**config.mk**
```make
export PLATFORM = sky130hd
export DESIGN_NAME = spectrum_band_level_meter
export DESIGN_NICKNAME = d
export VERILOG_FILES = /design/src/rtl/sblm_pkg.sv /design/src/rtl/spectrum_band_level_meter.sv /design/src/rtl/sblm_div.sv /design/src/rtl/sblm_log2.sv
export SDC_FILE = /design/constraint.sdc
export NUM_CORES = 2
export LEC_CHECK = 0
export BUFFER_PORTS_ARGS = -buffer_cell sky130_fd_sc_hd__buf_2
export CAP_MARGIN = 10
export CORE_ASPECT_RATIO = 1.2
export CORE_UTILIZATION = 50
export CTS_CLUSTER_SIZE = 14
export DETAILED_ROUTE_END_ITERATION = 7
export PLACE_DENSITY = 0.77
export SLEW_MARGIN = 40
export SYNTH_ARGS = -nofsm -noshare
export SYNTH_HDL_FRONTEND = slang
export SYNTH_SLANG_ARGS = --single-unit
```
**constraint.sdc**
```tcl
create_clock -name clk -period 15.6 [get_ports clk]
set_input_delay 1.56 -clock clk [delete_from_list [all_inputs] [get_ports clk]]
set_output_delay 1.56 -clock clk [all_outputs]
set_load 0.02 [all_outputs]
```
**src/rtl/sblm_pkg.sv**
```systemverilog
// shared constants and the helper function of the band level meter
package sblm_pkg;
	localparam int MAX_BARS = 64;
	localparam int MAX_BINS = 4096;
	localparam int SEGMENTS = 14;
	localparam int NUM_W    = 36;
	localparam int DEN_W    = 13;
	localparam int X_W      = 25;
	localparam int LOGQ_W   = 21;
	localparam logic [16:0] LOG_K = 17'd105218;
	localparam logic [24:0] EPS_Q = 25'd8;

	localparam logic [1:0] REG_BINS   = 2'd0;
	localparam logic [1:0] REG_BARS   = 2'd1;
	localparam logic [1:0] REG_ATTACK = 2'd2;
	localparam logic [1:0] REG_DECAY  = 2'd3;

	// count of n in 1..SEGMENTS with (256n-128)^2 <= SEGMENTS^2*level
	function automatic logic [5:0] lit_count(input logic [15:0] level);
		logic [31:0] v;
		logic [31:0] t;
		logic [5:0]  lit;
		v   = 32'(SEGMENTS * SEGMENTS) * {16'd0, level};
		lit = '0;
		for (int n = 1; n <= SEGMENTS; n++) begin
			t = 32'((n * 256 - 128) * (n * 256 - 128));
			if (t <= v) lit = 6'(n);
		end
		return lit;
	endfunction
endpackage

```
**src/rtl/spectrum_band_level_meter.sv**
```systemverilog
// band level meter top: bin accumulation, level memory and result register
//
// channel   direction  handshake            payload
// in        sink       in_valid/in_stall    magnitude, frame_start
// out       source     out_valid/out_stall  bar_index, bar_level, lit_segments, last_bar
// cfg       apb        psel/penable/pready  paddr, pwdata, prdata
//
// a bin that does not close its bar waits on the 36-step serial divider that finds the
// bar end; a bin past the final bar is taken without the divider
// a closing bin then runs the divider again for the average, up to 21 normalize shifts
// and the 16 squaring steps of the log, then the target, mix and emit states
// reset clears counters, state, out_valid and level valid bits and loads the config defaults at once; no clearing pass
// a stalled result waits in the output register while the next bin is taken
module spectrum_band_level_meter (
	input  logic        clk,
	input  logic        arst_n,
	input  logic        in_valid,
	output logic        in_stall,
	input  logic [23:0] magnitude,
	input  logic        frame_start,
	output logic        out_valid,
	input  logic        out_stall,
	output logic [5:0]  bar_index,
	output logic [15:0] bar_level,
	output logic [5:0]  lit_segments,
	output logic        last_bar,
	input  logic        psel,
	input  logic        penable,
	input  logic        pwrite,
	input  logic [3:0]  paddr,
	input  logic [31:0] pwdata,
	output logic [31:0] prdata,
	output logic        pready
);
	import sblm_pkg::*;

	localparam logic [2:0] S_IDLE = 3'd0;
	localparam logic [2:0] S_END  = 3'd1;
	localparam logic [2:0] S_AVG  = 3'd2;
	localparam logic [2:0] S_LOG  = 3'd3;
	localparam logic [2:0] S_TGT  = 3'd4;
	localparam logic [2:0] S_MIX  = 3'd5;
	localparam logic [2:0] S_EMIT = 3'd6;

	// configuration
	logic [12:0] num_bins_q;
	logic [6:0]  num_bars_q;
	logic [8:0]  attack_q;
	logic [8:0]  decay_q;
	logic        cfg_wr;

	assign pready = 1'b1;
	assign cfg_wr = psel && penable && pwrite;

	always_ff @(posedge clk or negedge arst_n) begin
		if (!arst_n) begin
			num_bins_q <= 13'd512;
			num_bars_q <= 7'd32;
			attack_q   <= 9'd154;
			decay_q    <= 9'd26;
		end else if (cfg_wr) begin
			case (paddr[3:2])
				REG_BINS:   num_bins_q <= pwdata[12:0];
				REG_BARS:   num_bars_q <= pwdata[6:0];
				REG_ATTACK: attack_q   <= pwdata[8:0];
				REG_DECAY:  decay_q    <= pwdata[8:0];
				default: ;
			endcase
		end
	end

	always_comb begin
		case (paddr[3:2])
			REG_BINS:   prdata = {19'd0, num_bins_q};
			REG_BARS:   prdata = {25'd0, num_bars_q};
			REG_ATTACK: prdata = {23'd0, attack_q};
			REG_DECAY:  prdata = {23'd0, decay_q};
			default:    prdata = '0;
		endcase
	end

	logic [12:0] bins_eff;
	logic [6:0]  bars_eff;
	logic [6:0]  bars_sat;

	always_comb begin
		bins_eff = num_bins_q;
		if (bins_eff == 13'd0) bins_eff = 13'd1;
		if (bins_eff > 13'(MAX_BINS)) bins_eff = 13'(MAX_BINS);
		bars_sat = num_bars_q;
		if (bars_sat == 7'd0) bars_sat = 7'd1;
		if (bars_sat > 7'(MAX_BARS)) bars_sat = 7'(MAX_BARS);
		bars_eff = ({6'd0, bars_sat} > bins_eff) ? bins_eff[6:0] : bars_sat;
	end

	// control and band state
	logic [2:0]  st_q;
	logic [6:0]  bar_pos_q;
	logic [12:0] bin_pos_q;
	logic [35:0] sum_q;
	logic [12:0] cnt_q;
	logic        in_acc;

	assign in_stall = (st_q != S_IDLE);
	assign in_acc   = in_valid && !in_stall;

	logic [6:0]  bp_base;
	logic [12:0] bin_base;
	logic [35:0] sum_base;
	logic [12:0] cnt_base;
	logic [19:0] end_num;

	always_comb begin
		bp_base  = frame_start ? 7'd0 : bar_pos_q;
		bin_base = frame_start ? 13'd0 : bin_pos_q;
		sum_base = frame_start ? 36'd0 : sum_q;
		cnt_base = frame_start ? 13'd0 : cnt_q;
		end_num  = 20'(({13'd0, bp_base} + 20'd1) * {7'd0, bins_eff});
	end

	// shared divider
	logic                div_start;
	logic [NUM_W-1:0]    div_num;
	logic [DEN_W-1:0]    div_den;
	logic                div_done;
	logic [NUM_W-1:0]    div_quot;
	logic                band_open;

	assign band_open = in_acc && (bp_base < bars_eff);
	assign div_start = band_open || (st_q == S_END && div_done && !(bin_pos_q < div_quot[12:0]));
	assign div_num   = (st_q == S_IDLE) ? {16'd0, end_num} : sum_q;
	assign div_den   = (st_q == S_IDLE) ? {6'd0, bars_eff} : cnt_q;

	sblm_div u_div (
		.clk   (clk),
		.arst_n(arst_n),
		.start (div_start),
		.num   (div_num),
		.den   (div_den),
		.done  (div_done),
		.quot  (div_quot)
	);

	// log unit
	logic              log_start;
	logic              log_done;
	logic [LOGQ_W-1:0] log2q;

	assign log_start = (st_q == S_AVG) && div_done;

	sblm_log2 u_log (
		.clk   (clk),
		.arst_n(arst_n),
		.start (log_start),
		.x     ({1'b0, div_quot[23:0]} + EPS_Q),
		.done  (log_done),
		.log2q (log2q)
	);

	// level memory with valid bits
	logic [15:0]         lvl_mem [MAX_BARS];
	logic [MAX_BARS-1:0] lvl_vld_q;
	logic [15:0]         lvl_rd_q;
	logic                rd_vld_q;
	logic                lvl_we;
	logic [15:0]         new_lvl;

	assign lvl_we = (st_q == S_MIX);

	always_ff @(posedge clk) begin
		if (lvl_we) lvl_mem[bar_pos_q[5:0]] <= new_lvl;
		lvl_rd_q <= lvl_mem[bar_pos_q[5:0]];
	end

	always_ff @(posedge clk or negedge arst_n) begin
		if (!arst_n) begin
			lvl_vld_q <= '0;
			rd_vld_q  <= 1'b0;
		end else begin
			if (lvl_we) lvl_vld_q[bar_pos_q[5:0]] <= 1'b1;
			rd_vld_q <= lvl_vld_q[bar_pos_q[5:0]];
		end
	end

	// level arithmetic
	logic signed [21:0] l_val;
	logic signed [39:0] prod_s1;
	logic signed [39:0] u_val;
	logic [40:0]        n_val;
	logic [15:0]        target_q;
	logic [15:0]        new_lvl_q;
	logic [15:0]        old_lvl;
	logic [8:0]         g_sel;
	logic [9:0]         g_sat;
	logic signed [16:0] diff;
	logic signed [26:0] mix;

	assign l_val   = $signed({1'b0, log2q}) - 22'sd1507328;
	assign u_val   = 40'sh10_0000_0000 + prod_s1;
	assign n_val   = {1'b0, u_val} + 41'd524288;
	assign old_lvl = rd_vld_q ? lvl_rd_q : 16'd0;
	assign g_sel   = (target_q > old_lvl) ? attack_q : decay_q;
	assign g_sat   = (g_sel > 9'd256) ? 10'd256 : {1'b0, g_sel};
	assign diff    = $signed({1'b0, target_q}) - $signed({1'b0, old_lvl});
	assign mix     = $signed({3'b0, old_lvl, 8'd0}) + diff * $signed({1'b0, g_sat})
		+ 27'sd128;
	assign new_lvl = mix[23:8];

	// output register
	logic        out_valid_q;
	logic [5:0]  bar_index_q;
	logic [15:0] bar_level_q;
	logic [5:0]  lit_q;
	logic        last_q;
	logic        out_load;

	assign out_load = (st_q == S_EMIT) && (!out_valid_q || !out_stall);

	always_ff @(posedge clk or negedge arst_n) begin
		if (!arst_n) begin
			st_q        <= S_IDLE;
			bar_pos_q   <= '0;
			bin_pos_q   <= '0;
			sum_q       <= '0;
			cnt_q       <= '0;
			out_valid_q <= 1'b0;
		end else begin
			if (out_load) out_valid_q <= 1'b1;
			else if (out_valid_q && !out_stall) out_valid_q <= 1'b0;
			case (st_q)
				S_IDLE: begin
					if (in_acc) begin
						bar_pos_q <= bp_base;
						if (band_open) begin
							bin_pos_q <= bin_base + 13'd1;
							sum_q     <= sum_base + {12'd0, magnitude};
							cnt_q     <= cnt_base + 13'd1;
							st_q      <= S_END;
						end else begin
							bin_pos_q <= bin_base;
							sum_q     <= sum_base;
							cnt_q     <= cnt_base;
						end
					end
				end
				S_END: begin
					if (div_done) st_q <= (bin_pos_q < div_quot[12:0]) ? S_IDLE : S_AVG;
				end
				S_AVG: begin
					if (div_done) st_q <= S_LOG;
				end
				S_LOG: begin
					if (log_done) st_q <= S_TGT;
				end
				S_TGT: st_q <= S_MIX;
				S_MIX: st_q <= S_EMIT;
				S_EMIT: begin
					if (out_load) begin
						bar_pos_q   <= bar_pos_q + 7'd1;
						sum_q       <= '0;
						cnt_q       <= '0;
						st_q        <= S_IDLE;
					end
				end
				default: st_q <= S_IDLE;
			endcase
		end
	end

	always_ff @(posedge clk) begin
		if (st_q == S_LOG && log_done) prod_s1 <= l_val * $signed({1'b0, LOG_K});
		if (st_q == S_TGT) begin
			if (u_val <= 40'sd0) target_q <= 16'd0;
			else if (n_val[40:20] > 21'd65535) target_q <= 16'hFFFF;
			else target_q <= n_val[35:20];
		end
		if (lvl_we) new_lvl_q <= new_lvl;
		if (out_load) begin
			bar_index_q <= bar_pos_q[5:0];
			bar_level_q <= new_lvl_q;
			lit_q       <= lit_count(new_lvl_q);
			last_q      <= (bar_pos_q + 7'd1) == bars_eff;
		end
	end

	assign out_valid    = out_valid_q;
	assign bar_index    = bar_index_q;
	assign bar_level    = bar_level_q;
	assign lit_segments = lit_q;
	assign last_bar     = last_q;
endmodule

```
**src/rtl/sblm_div.sv**
```systemverilog
// restoring serial divider, one quotient bit per cycle
module sblm_div (
	input  logic                      clk,
	input  logic                      arst_n,
	input  logic                      start,
	input  logic [sblm_pkg::NUM_W-1:0] num,
	input  logic [sblm_pkg::DEN_W-1:0] den,
	output logic                      done,
	output logic [sblm_pkg::NUM_W-1:0] quot
);
	import sblm_pkg::*;

	logic             busy_q;
	logic             done_q;
	logic [5:0]       cnt_q;
	logic [NUM_W-1:0] q_q;
	logic [DEN_W-1:0] rem_q;
	logic [DEN_W-1:0] den_q;
	logic [DEN_W:0]   rem_sh;
	logic             fits;

	assign rem_sh = {rem_q, q_q[NUM_W-1]};
	assign fits   = rem_sh >= {1'b0, den_q};

	always_ff @(posedge clk or negedge arst_n) begin
		if (!arst_n) begin
			busy_q <= 1'b0;
			done_q <= 1'b0;
			cnt_q  <= '0;
		end else begin
			done_q <= 1'b0;
			if (start) begin
				busy_q <= 1'b1;
				cnt_q  <= '0;
			end else if (busy_q) begin
				if (cnt_q == 6'(NUM_W - 1)) begin
					busy_q <= 1'b0;
					done_q <= 1'b1;
				end
				cnt_q <= cnt_q + 6'd1;
			end
		end
	end

	always_ff @(posedge clk) begin
		if (start) begin
			q_q   <= num;
			rem_q <= '0;
			den_q <= den;
		end else if (busy_q) begin
			q_q   <= {q_q[NUM_W-2:0], fits};
			rem_q <= fits ? DEN_W'(rem_sh - {1'b0, den_q}) : rem_sh[DEN_W-1:0];
		end
	end

	assign done = done_q;
	assign quot = q_q;
endmodule

```
**src/rtl/sblm_log2.sv**
```systemverilog
// log2 in q.16: serial normalize, then 16 squaring steps
module sblm_log2 (
	input  logic                        clk,
	input  logic                        arst_n,
	input  logic                        start,
	input  logic [sblm_pkg::X_W-1:0]    x,
	output logic                        done,
	output logic [sblm_pkg::LOGQ_W-1:0] log2q
);
	import sblm_pkg::*;

	localparam logic [1:0] L_IDLE = 2'd0;
	localparam logic [1:0] L_NORM = 2'd1;
	localparam logic [1:0] L_MUL  = 2'd2;
	localparam logic [1:0] L_SQ   = 2'd3;

	logic [1:0]  st_q;
	logic        done_q;
	logic [3:0]  it_q;
	logic [4:0]  p_q;
	logic [15:0] frac_q;
	logic [30:0] m_q;
	logic [61:0] prod_s1;
	logic [31:0] m2;

	assign m2 = prod_s1[61:30];

	always_ff @(posedge clk or negedge arst_n) begin
		if (!arst_n) begin
			st_q   <= L_IDLE;
			done_q <= 1'b0;
			it_q   <= '0;
		end else begin
			done_q <= 1'b0;
			case (st_q)
				L_IDLE: begin
					if (start) st_q <= L_NORM;
				end
				L_NORM: begin
					if (m_q[30]) begin
						st_q <= L_MUL;
						it_q <= '0;
					end
				end
				L_MUL: st_q <= L_SQ;
				L_SQ: begin
					if (it_q == 4'd15) begin
						st_q   <= L_IDLE;
						done_q <= 1'b1;
					end else begin
						st_q <= L_MUL;
						it_q <= it_q + 4'd1;
					end
				end
				default: st_q <= L_IDLE;
			endcase
		end
	end

	always_ff @(posedge clk) begin
		case (st_q)
			L_IDLE: begin
				if (start) begin
					m_q    <= {x, 6'd0};
					p_q    <= 5'd24;
					frac_q <= '0;
				end
			end
			L_NORM: begin
				if (!m_q[30]) begin
					m_q <= {m_q[29:0], 1'b0};
					p_q <= p_q - 5'd1;
				end
			end
			L_MUL: prod_s1 <= m_q * m_q;
			L_SQ: begin
				if (m2[31]) begin
					m_q    <= m2[31:1];
					frac_q <= {frac_q[14:0], 1'b1};
				end else begin
					m_q    <= m2[30:0];
					frac_q <= {frac_q[14:0], 1'b0};
				end
			end
			default: ;
		endcase
	end

	assign done  = done_q;
	assign log2q = {p_q, frac_q};
endmodule

```
==> results.md <==
* Post-route DRC at 0
* Main combinational cell family by area after synthesis: adder cells
* Io pins at about 130
* Worst-case vdd ir drop at slightly above 0.00008 V
* Die X at slightly above 400 µm
* DRT iter0 DRCs at between 6000 and 7000
* RSZ-0062 raised after global routing: no
* Leakage at about 50 nW
* Max incr delay on CP at roughly 650 ps
* Final WL at 263 mm
* Min Tclk post-route at ~10000 ps
* Worst R2R End: lvl_mem[48][14]
* Final Hold Fails at 0
* Initial Util at 50.5%
* Sum Neg Setup Slack at 0 ps
* Postcts setup bufs at 0
* WS Path Type: reg2reg
* Num CTS Buffers at between 100 and 150
* Pin count of the biggest net entering global routing at 106
* Port Buffers at between 80 and 90
* Max Fclk at about 96 MHz
* Final setup viols at 0
* Fraction of layout cells with a size suffix above 1 at between 8 and 9%
* Slew Limit Fails at 0
* Initial antenna violation count at 6
* Global-route usage over all layers at approximately a quarter
* Root Buffer: clkbuf_16
* Primary FF master, synth: edfxtp_1
* CTS sink cnt at between 1000 and 1500
* Clk_lat worst skew at ~810 ps
* Area of the mapped netlist at ~100000 µm²
* Mux share of post-synthesis cell area at between 1 and 1.5%
* First-pass GRT wire length at between 400 and 500 mm
* Hold path start: lvl_vld_q[57]
* Stages on the worst setup path at 31
* Drt pass-1 iters at 6
* CTS H-Tree Depth at 4
* Most frequent CP cell: fa_1
* Die Y at about 500 µm
* Worst reg2reg path depth at 31
* GRT overflow at 0
* Slowest CP cell: dfrtp_1
* Register-to-register path setup slack at 5220 ps
* Sequential Area at 43100 µm²
* Detailed-route vias per instance at just under 6
* Most common cell after layout, fill and taps aside: inv_1
* Worst path buffer plus inverter count at 5
* Power consumption at 0.00796 W
* HPWL after DPL at ~180 mm
* Adder-cell share of the synthesized area at approximately 29%
* Leading cell types in the layout, fill and taps excluded: 1451 x inv_1, 1255 x edfxtp_1, 1062 x fa_1
* Placer Congestion at around 0.95
* Final Cycle Share at between 60% and 70%
* Die area at a little over 200000 µm²
* Setup crit end: lvl_mem[48][14]
* Register area share after synthesis at 42.4%
* EDFF count, synth at around 1300
* Cts repair resizes at 0
* CP endpoint kind: flop
* Area of the multi-input gates at about 52000 µm²
* Synth Area in XOR/XNOR at 2.32%
* Vias in the first global route at 71281
* Startpoint types: flop
* Status: finished clean
* Post-route ant nets at 0
* Final net count at between 10000 and 15000
* Mapped Cells at between 8000 and 9000
* CP Data Required Time at between 15000 and 20000 ps
* Worst EP arrival at 10870 ps
* Synth-to-Final Area Change at 8.64%
* Synth async-reset ratio at between 10% and 20%
* Maximum fanout along the worst path at 65
* CP top delay family: adder cells
* Power Dens Cells at around 72 nW/µm²
* Yosys cell types at 84
* Final Skew at approximately 59 ps
* Filler cell count at approximately 16000
* #FFs+latches synth at around 1500
* # hold bufs at CTS at 0
* Max-cap viol count at 0
* Clk pin slew, worst setup/hold paths at roughly 60 ps
* Post-DR wirelength/cell at 23.0 µm
* FF-to-FF Start: rd_vld_q
* Vias at ~68000
* Critical Path Start: rd_vld_q
* Clock tree from TritonCTS: done
* Avg Cell Area, Syn at about 12 µm²
* Core area at between 200000 and 250000 µm²
* Yosys Warn Count at 0
* Slew headroom at about two fifths
* Worst min-delay path category: reg2reg
* Clk buf depth at 3
* Post-synthesis simple-gate area fraction at under 10%
* Worst slew pin tran at 896 ps
* Row count at 180
* Compound-Gate Fraction of Synth Area at 9.62%
Yosys cell counts, drive strengths merged (9+ instances only):
| cell type | number | area (µm²) |
|---|---|---|
| a211oi | 37 | 278 |
| a21o | 66 | 495 |
| a21oi | 234 | 1170 |
| a221oi | 124 | 1090 |
| a22o | 118 | 1030 |
| a22oi | 335 | 2510 |
| a31oi | 135 | 860 |
| and2 | 216 | 1350 |
| and3 | 50 | 313 |
| buf | 69 | 343 |
| clkbuf | 305 | 1140 |
| dfrtp | 182 | 4550 |
| dfstp | 9 | 236 |
| dfxtp | 29 | 581 |
| edfxtp | 1255 | 37700 |
| fa | 1062 | 21300 |
| ha | 649 | 8120 |
| inv | 1460 | 5480 |
| mux2 | 55 | 619 |
| mux2i | 54 | 541 |
| nand2 | 639 | 2400 |
| nand2b | 22 | 138 |
| nand3 | 114 | 571 |
| nand4 | 60 | 375 |
| nor2 | 385 | 1450 |
| nor2b | 86 | 538 |
| nor3 | 61 | 305 |
| nor3b | 16 | 120 |
| nor4 | 40 | 250 |
| o211ai | 9 | 67.6 |
| o21a | 24 | 180 |
| o21ai | 203 | 1030 |
| o21bai | 15 | 113 |
| o221ai | 14 | 123 |
| o22ai | 13 | 81.3 |
| or2 | 85 | 532 |
| or3 | 14 | 87.6 |
| xnor2 | 175 | 1530 |
| xor2 | 94 | 823 |
per-stage QoR:
stage,area (µm²),hold slack [ps],setup slack [ps],instances,utilization (%)
3_3_place_gp,106000,451,5290,11201,52.5
2_1_floorplan,102000,437,4920,8663,-
5_1_grt,110000,472,4670,11450,54.9
3_5_place_dp,106000,452,5370,11201,52.6
4_1_cts,110000,467,5300,11447,54.8
6_report,110000,466,5220,11452,54.9
registers in the layout, summed over array words and instances, names as in the netlist, 9 cells and up:
register,cells
lvl_mem,1024
lvl_vld_q,64
prod_s1,39
sum_q,36
u_div.quot,36
u_log.prod_s1,32
u_log.m_q,31
bar_level,16
lvl_rd_q,16
new_lvl_q,16
target_q,16
u_log.frac_q,16
bin_pos_q,13
cnt_q,13
num_bins_q,13
u_div.den_q,13
u_div.rem_q,13
attack_q,9
decay_q,9
metal layers:
| layer | share of wire [%] | vias to the layer above | GRT usage (%) |
|---|---|---|---|
| met5 | 0.016 | - | 0 |
| met4 | 5.8 | 6 | 13.3 |
| met3 | 8.4 | 768 | 4.15 |
| met2 | 50 | 3352 | 44.4 |
| met1 | 36 | 34124 | 31.5 |
| li1 | - | 29480 | - |
cells by family after synthesis:
group | count (synthesis)
other | 2
and+or+nand+nor | 1824
DFF | 1475
adders and majority gates | 1711
xor gates and xnor gates | 269
AOI/OAI and AO/OA | 1408
buffers and inverters | 1838
muxes | 116
area by class of cell:
class,instances,share of cell area (%)
Sequential cell,1475,39.0
Antenna cell,3,0.00680
Inverter,1464,4.98
Tap cell,2639,2.99
Multi-Input combinational cell,5350,47.2
Clock inverter,44,0.541
Timing Repair Buffer,275,1.76
Clock buffer,202,3.51
worst min path at each step:
stage                    endpoint  slack, ps  cells after the start
floorplan            bar_index[4]        440                      0
global placement    lvl_vld_q[56]        450                      1
detailed placement  lvl_vld_q[33]        450                      1
CTS                 lvl_vld_q[57]        470                      1
global route        lvl_vld_q[59]        470                      1
finish              lvl_vld_q[57]        470                      1
power breakdown:
part	switching, W	total, W	internal [W]	leakage [nW]
logic	0.000215	0.000337	0.000121	32.8
registers	0.0000367	0.00428	0.00425	15.2
clock network	0.00152	0.00334	0.00182	2.14
(Power assumes the default switching activity.)
